File: src/lzwc_pkg.sv
`timescale 1ns / 1ps
// ----------------------------------------------------------------------------
// lzwc_pkg
// Shared constants and types for the variable width lzw compressor.
// ----------------------------------------------------------------------------
package lzwc_pkg;

    localparam int MAX_CODE_BITS_DEF = 12;
    localparam int DICT_ENTRIES_DEF  = 4096;
    localparam int CODE_EOF          = 257;
    localparam int CODE_FIRST        = 258;
    localparam int START_WIDTH       = 9;
    localparam int WIDTH_W           = 5;
    localparam int HASH_SHIFT        = 4;
    localparam int HASH_W            = 17;

    typedef struct packed {
        logic last_code;
        logic flush;
    } cmd_flags_t;

endpackage

File: src/lzwc_packer.sv
`timescale 1ns / 1ps
// ----------------------------------------------------------------------------
// lzwc_packer
// Packs variable width codes msb first into words, with an output register.
// ----------------------------------------------------------------------------
module lzwc_packer #(
    parameter int MAX_CODE_BITS = 12,
    parameter int CODE_W        = 12
) (
    input  logic                          aclk,
    input  logic                          aresetn,
    input  logic                          cmd_valid,
    output logic                          cmd_ready,
    input  logic [CODE_W-1:0]             cmd_code,
    input  logic [lzwc_pkg::WIDTH_W-1:0]  cmd_width,
    input  lzwc_pkg::cmd_flags_t          cmd_flags,
    output logic [7:0]                    m_out_byte,
    output logic                          m_run_last,
    output logic                          m_stream_done,
    output logic                          m_valid,
    input  logic                          m_ready
);
    import lzwc_pkg::*;

    localparam int AW    = MAX_CODE_BITS + 7;
    localparam int CNT_W = $clog2(MAX_CODE_BITS + 8);

    logic [AW-1:0]    acc_reg, acc_next;
    logic [CNT_W-1:0] cnt_reg, cnt_next;
    logic             last_reg, last_next;
    logic             flush_reg, flush_next;
    logic [7:0]       byte_reg, byte_next;
    logic             rl_reg, rl_next;
    logic             sd_reg, sd_next;
    logic             mv_reg, mv_next;

    logic             slot_free;
    logic             cmd_fire;
    logic [AW-1:0]    code_ext;
    logic [AW-1:0]    code_mask;
    logic [AW-1:0]    hi_shift;
    logic [AW-1:0]    pad_shift;
    logic [CNT_W-1:0] rem;

    assign slot_free = !mv_reg || m_ready;
    assign cmd_ready = (cnt_reg < CNT_W'(8)) && !(flush_reg && cnt_reg != '0);
    assign cmd_fire  = cmd_valid && cmd_ready;
    assign code_mask = ~({AW{1'b1}} << cmd_width);
    assign code_ext  = AW'(cmd_code) & code_mask;
    assign rem       = cnt_reg - CNT_W'(8);
    assign hi_shift  = acc_reg >> rem;
    assign pad_shift = acc_reg << (CNT_W'(8) - cnt_reg);

    always_comb begin
        acc_next   = acc_reg;
        cnt_next   = cnt_reg;
        last_next  = last_reg;
        flush_next = flush_reg;
        byte_next  = byte_reg;
        rl_next    = rl_reg;
        sd_next    = sd_reg;
        mv_next    = mv_reg && !m_ready;
        if (cmd_fire) begin
            acc_next   = (acc_reg << cmd_width) | code_ext;
            cnt_next   = cnt_reg + CNT_W'(cmd_width);
            last_next  = cmd_flags.last_code;
            flush_next = cmd_flags.flush;
        end else if (slot_free) begin
            if (cnt_reg >= CNT_W'(8)) begin
                byte_next = hi_shift[7:0];
                cnt_next  = rem;
                rl_next   = last_reg && (rem < CNT_W'(8)) && !(flush_reg && rem != '0);
                sd_next   = rl_next && flush_reg;
                mv_next   = 1'b1;
                if (rl_next && flush_reg) begin
                    flush_next = 1'b0;
                end
            end else if (flush_reg && cnt_reg != '0) begin
                byte_next  = pad_shift[7:0];
                cnt_next   = '0;
                rl_next    = 1'b1;
                sd_next    = 1'b1;
                mv_next    = 1'b1;
                flush_next = 1'b0;
            end
        end
    end

    always_ff @(posedge aclk) begin
        if (!aresetn) begin
            cnt_reg   <= '0;
            last_reg  <= 1'b0;
            flush_reg <= 1'b0;
            mv_reg    <= 1'b0;
        end else begin
            cnt_reg   <= cnt_next;
            last_reg  <= last_next;
            flush_reg <= flush_next;
            mv_reg    <= mv_next;
        end
        acc_reg  <= acc_next;
        byte_reg <= byte_next;
        rl_reg   <= rl_next;
        sd_reg   <= sd_next;
    end

    assign m_out_byte    = byte_reg;
    assign m_run_last    = rl_reg;
    assign m_stream_done = sd_reg;
    assign m_valid       = mv_reg;

`ifndef NO_ASSERTIONS
    a_cnt_bound: assert property (@(posedge aclk) disable iff (!aresetn)
        cnt_reg <= CNT_W'(MAX_CODE_BITS + 7))
        else $error("packer bit count overflow");
    a_load_drained: assert property (@(posedge aclk) disable iff (!aresetn)
        cmd_fire |-> cnt_reg < CNT_W'(8))
        else $error("code loaded before drain");
    a_done_last: assert property (@(posedge aclk) disable iff (!aresetn)
        (m_valid && m_stream_done) |-> m_run_last)
        else $error("stream end word not marked last");
`endif

endmodule

File: config.mk
export PLATFORM = sky130hd
export DESIGN_NAME = lzwc_packer
export DESIGN_NICKNAME = d
export VERILOG_FILES = /design/src/lzwc_pkg.sv /design/src/lzwc_packer.sv
export SDC_FILE = /design/constraint.sdc
export NUM_CORES = 1
export LEC_CHECK = 0
export BUFFER_PORTS_ARGS = -buffer_cell sky130_fd_sc_hd__buf_4
export CORE_UTILIZATION = 45
export CTS_BUF_LIST = sky130_fd_sc_hd__clkbuf_4 sky130_fd_sc_hd__clkbuf_8 sky130_fd_sc_hd__clkbuf_16
export DETAILED_ROUTE_END_ITERATION = 10
export GPL_TIMING_DRIVEN = 0
export PLACE_DENSITY_LB_ADDON = 0.2
export SLEW_MARGIN = 20
export SYNTH_ARGS = -nofsm -noshare
export SYNTH_HDL_FRONTEND = slang
export SYNTH_SLANG_ARGS = --single-unit
File: constraint.sdc
create_clock -name aclk -period 4.2 [get_ports aclk]
set_clock_uncertainty 0.1 [all_clocks]
set_input_delay 0.42 -clock aclk [delete_from_list [all_inputs] [get_ports aclk]]
set_output_delay 0.42 -clock aclk [all_outputs]
set_load 0.01 [all_outputs]
# Yosys cells after proc, flatten, opt, wreduce, memory -nomap -nowiden
# Cells that the tools add are included.
[word_totals] regBits=37 latchBits=0 ramBits=0 romBits=0 out_inout_bits=12 wordCells=62 n_memories=0
[op_classes] addsub=3 mul=0 n_div=0 magnitude_cmp=3 eq_ne=1 shifts=4 n_mux=18 bitwise_logic=4 n_reduce_logical=21
[op_table] op="$mux W5" n=4
[op_table] op="$and A12 B19 Y19" n=1
[op_table] op="$not A19 Y19" n=1
[op_table] op="$or A19 B19 Y19" n=1
[op_table] op="$shl A19 B5 Y19" n=1
[op_table] op="$shl A19 B5 Y19 const A" n=1
[op_table] op="$shl A19 B5 Y8" n=1
[op_table] op="$shr A19 B5 Y8" n=1
[op_table] op="$mux W8" n=2
[op_table] op="$mux W1" n=12
[op_table] op="$lt A5 B4 Y1 const B" n=2
[op_table] op="$reduce_bool A5 Y1" n=2
[op_table] op="$logic_and A1 B1 Y1" n=8
[op_table] op="$reduce_and A3 Y1" n=2
[op_table] op="$add A5 B5 Y5" n=1
[op_table] op="$ge A5 B4 Y1 const B" n=1
[op_table] op="$sub A4 B5 Y5 const A" n=1
[op_table] op="$sub A5 B4 Y5 const B" n=1
[op_table] op="$logic_not A1 Y1" n=4
[op_table] op="$reduce_bool A2 Y1" n=2
[op_table] op="$ne A3 B2 Y1 const B" n=1
[op_table] op="$reduce_bool A3 Y1" n=1
[op_table] op="$reduce_and A2 Y1" n=1
[op_table] op="$logic_or A1 B1 Y1" n=1
[op_table] op="$not A1 Y1" n=1

# Logic depth before layout (Yosys ltp)
[depth] word_depth=10 mapped_depth=11 ltp_nobuf=8

# Least setup slack after synthesis
# Ideal clock, no wire load.
[synth_timing] path_type="reg2reg" from="reg cnt_reg[0]" to="reg byte_reg[0] (netlist: m_out_byte[0]) (enable)" setup_time_ns=0.376 t_arrival_ns=2.126 path_slack_ns=1.598 stages_incl_launch_ff=11 path_buffers=3 synth_period_minus_slack_ns=2.602 cell_sequence="dfxtp_1 -> buf_2 -> inv_1 -> buf_2 -> ha_1 -> buf_2 -> nand2b_4 -> o31ai_4 -> nand3_4 -> clkinv_4 -> nor2_1"
[synth_via] elab_chain_len=7
[synth_lines] element="start: declaration" line_no="lzwc_packer.sv:29" text="logic [CNT_W-1:0] cnt_reg, cnt_next;"
[synth_lines] element="start signal: assignment" line_no="lzwc_packer.sv:96" text="cnt_reg <= cnt_next;"
[synth_lines] element="parallel branches: the longest is 3 deep, another holds $lt A5 B4 Y1"
[synth_lines] element="$logic_and A1 B1 Y1 (*)" line_no="lzwc_packer.sv:46" text="assign cmd_ready = (cnt_reg < CNT_W'(8)) && !(flush_reg && cnt_reg != '0);"
[synth_lines] element="$logic_and A1 B1 Y1 (*)" line_no="lzwc_packer.sv:47" text="assign cmd_fire = cmd_valid && cmd_ready;"
[synth_lines] element="via cmd_fire" line_no="lzwc_packer.sv:38" text="logic cmd_fire;"
[synth_lines] element="$not A1 Y1 (no line) (*)"
[synth_lines] element="$reduce_and A3 Y1 (no line) (*)"
[synth_lines] element="end signal: assignment" line_no="lzwc_packer.sv:102" text="byte_reg <= byte_next;"
[synth_lines] element="end: declaration" line_no="lzwc_packer.sv:32" text="logic [7:0] byte_reg, byte_next;"
# Mark *: on every way through the listed nets, which the timed path passes.
# A chain may end at the register's enable or synchronous reset.

# Worst setup path in the final report
[layout_timing] from="reg cnt_reg[0]" to="reg byte_reg[1] (netlist: m_out_byte[1]) (enable)"
# The elaborated chain is that of the path after synthesis.

==> metrics.cfg <==
[clock_tree]
cts-root-buf = clkbuf_8
tritoncts = built
numCtsBuffers = 5
clk_pin_slew_ns = 0.08
post-cts-setup-buffer-count = 0
cts_resized = 0
cts.sinks = 37
cts_hold_buf = 0
cts_max_level = 2
clockBufferDepth = 2
clk_latency_ns = 0.30

[floorplanning]
die_w_um = 90.2
dieArea_um2 = 8140
start_util = 0.475
io_pins = 35
row_count = 31
core_um2 = 7370
fp.dieH_um = 90.2

[timing]
fin_ws_ns = 1.07
worst-slew-pin-transition_ns = 0.819
fin_crit_sh = 0.744
slew-limit-headroom = 0.452
setup_tns_ns = 0
hold_viol_final = 0
final_max_slew_viol_count = 0
holdWs_ns = 0.274
rsz0062_at_grt = false
fmax_mhz = 320
setup_violations = 0
min_period_ns = 3.13

[detailed_routing]
first_pass_iters = 6
first_iter_violations = 208
viasPerCell = 6.16
routedWlPerCell_um = 18.8
ant_nets = 0
vias = 3148
wirelength_um = 9630
drc = 0

[cells_and_area]
fin_nets = 443
regArea_um2 = 1030
multi_input_area_um2 = 2250
fill_cells = 699
fin_area_um2 = 3990
drive_gt1_frac = 0.252
area_growth_pct = 13.9
antennaDiodeCount = 0
largest_register_ff_count = 19

[synthesis]
synth_area_leaders = edfxtp_1, mux2i_1, mux2_2, dfxtp_1, nand2_1
synth-main-ff-cell = edfxtp_1
synth_enable_flop_cells = 29
yosysWarnings = 0
synth.distinct_cells = 63
syn_avg_cell_area_um2 = 9.44
synthesis.area_um2 = 3500
synth-seq-cells = 37
synth_fp_nets = 403
ys_async_sr_fraction = 0
synth_top_area_frac = 0.249
syn_inst = 371
yosysTopAreaCell = edfxtp_1
yosysSeqAreaShare = 0.294

[grt]
grt_pass1_wl_um = 15900
antenna_found_initial = 0
grt_pass1_vias = 3093
grt_max_degree = 27
track_usage = 0.244
grt_overflow_total = 0

[power_and_ir_drop]
power_density_nw_per_um2 = 614
ir_drop_mv = 0.194
leakage_nw = 1.59
power_mw = 2.45

[worst_setup_path]
path_max_fanout = 26
worstPathRequired_ns = 4.02
crit_path_end_kind = flop
crit_arrival_ns = 2.95
crit_type = flop to flop
cp-start-kind = flop

[job]
drv_cap = 0

[placement]
place_area_um2 = 3870
dp_hpwl_um = 7280
dp_slack_ns = 1.06
port-buffer-count = 33
routabilityCongestion = 0.915

[min_path]
min_path_type = input pin to flop

[run_status]
status = finished, final reports clean

[worst paths after layout]
check                               start                 endpoint  slack, ns  depth (start not counted)
setup / recovery  cnt_reg[0]$_SDFFE_PN0P_  m_out_byte[1]$_DFFE_PP_       1.07                         10
hold / removal                    aresetn       m_valid$_SDFF_PN0_       0.27                          2
setup reg to reg  cnt_reg[0]$_SDFFE_PN0P_  m_out_byte[1]$_DFFE_PP_       1.07                         10
hold reg to reg     last_reg$_SDFFE_PN0P_    last_reg$_SDFFE_PN0P_       0.40                          2
[kinds of logic after synthesis]
family,after synthesis,share of synthesized area
flip-flops,37,0.294
AND/OR/NAND/NOR,103,0.148
AO/OA/AOI/OAI,99,0.196
multiplexers,78,0.252
XOR/XNOR,5,0.0125
adder cells (fa/ha/maj),9,0.0343
buffers and inverters,40,0.0625
[per-stage QoR]
stage               utilization  instances
detailed placement        0.526        503
floorplan                     -        371
CTS                       0.541        511
global placement          0.526        503
finish                    0.541        511
global route              0.541        511
[layer usage]
layer  global-route usage  part of all wire
met5                    0                 0
met4                0.113             0.036
met3               0.0279             0.047
met2                0.414              0.49
met1                0.309              0.42
[synthesized netlist by cell type, types with 4 or more instances]
cell,number
nand3_1,10
a21oi_1,24
nor2b_1,8
inv_1,8
mux2_1,5
xor2_1,4
nand2_1,35
dfxtp_1,8
a32o_1,6
mux2_2,23
a211oi_1,9
a31oi_1,4
buf_2,15
nor2_1,25
mux4_2,5
o21ai_0,14
a22oi_1,4
nor3_1,4
edfxtp_1,29
clkbuf_1,8
o22ai_1,9
ha_1,8
mux2i_1,44
buf_6,5
[critical path, stage by stage, from the launching register on]
cell and delay [ns]:
dfxtp_1 0.35, buf_2 0.24, inv_1 0.15, buf_2 0.23, ha_1 0.21, buf_2 0.18, nand2b_4 0.10, o31ai_4 0.09
nand3_4 0.16, clkinv_4 0.22, nor2_1 0.70
[cell type report]
type / instances / area share
repair buffers: 33 / 0.0621
flip-flops and latches: 37 / 0.258
clock buffers: 8 / 0.0289
multi-input cells: 294 / 0.565
inverters: 10 / 0.0107
well taps: 99 / 0.0311
plain buffers: 30 / 0.0442
[power breakdown]
group          internal [mW]  switching (mW)  total (mW)
combinational          0.626           0.818        1.44
clock                  0.176           0.135       0.312
sequential             0.577           0.114       0.691
[cells in the final DEF, fill, tap and decap left out, types with 3 or more instances in the layout]
cell | Yosys | layout
nand3_1 | 10 | 10
clkbuf_1 | 8 | 8
a21oi_1 | 24 | 24
mux4_2 | 5 | 5
nor3_1 | 4 | 4
buf_6 | 5 | 5
a21o_1 | 3 | 3
nor2b_1 | 8 | 8
o22ai_1 | 9 | 9
mux2_2 | 23 | 23
a32o_1 | 6 | 6
edfxtp_1 | 29 | 29
buf_4 | 2 | 35
and3_1 | 3 | 3
dfxtp_1 | 8 | 8
mux2_1 | 5 | 5
nand2_1 | 35 | 35
clkbuf_8 | 0 | 6
a22oi_1 | 4 | 4
ha_1 | 8 | 8
o21ai_0 | 14 | 14
buf_2 | 15 | 15
a211oi_1 | 9 | 9
a211o_1 | 3 | 3
a22o_1 | 3 | 3
nor2_1 | 25 | 25
inv_1 | 8 | 8
a31oi_1 | 4 | 4
xor2_1 | 4 | 4
mux2i_1 | 44 | 44
(Power assumes the default switching activity.)
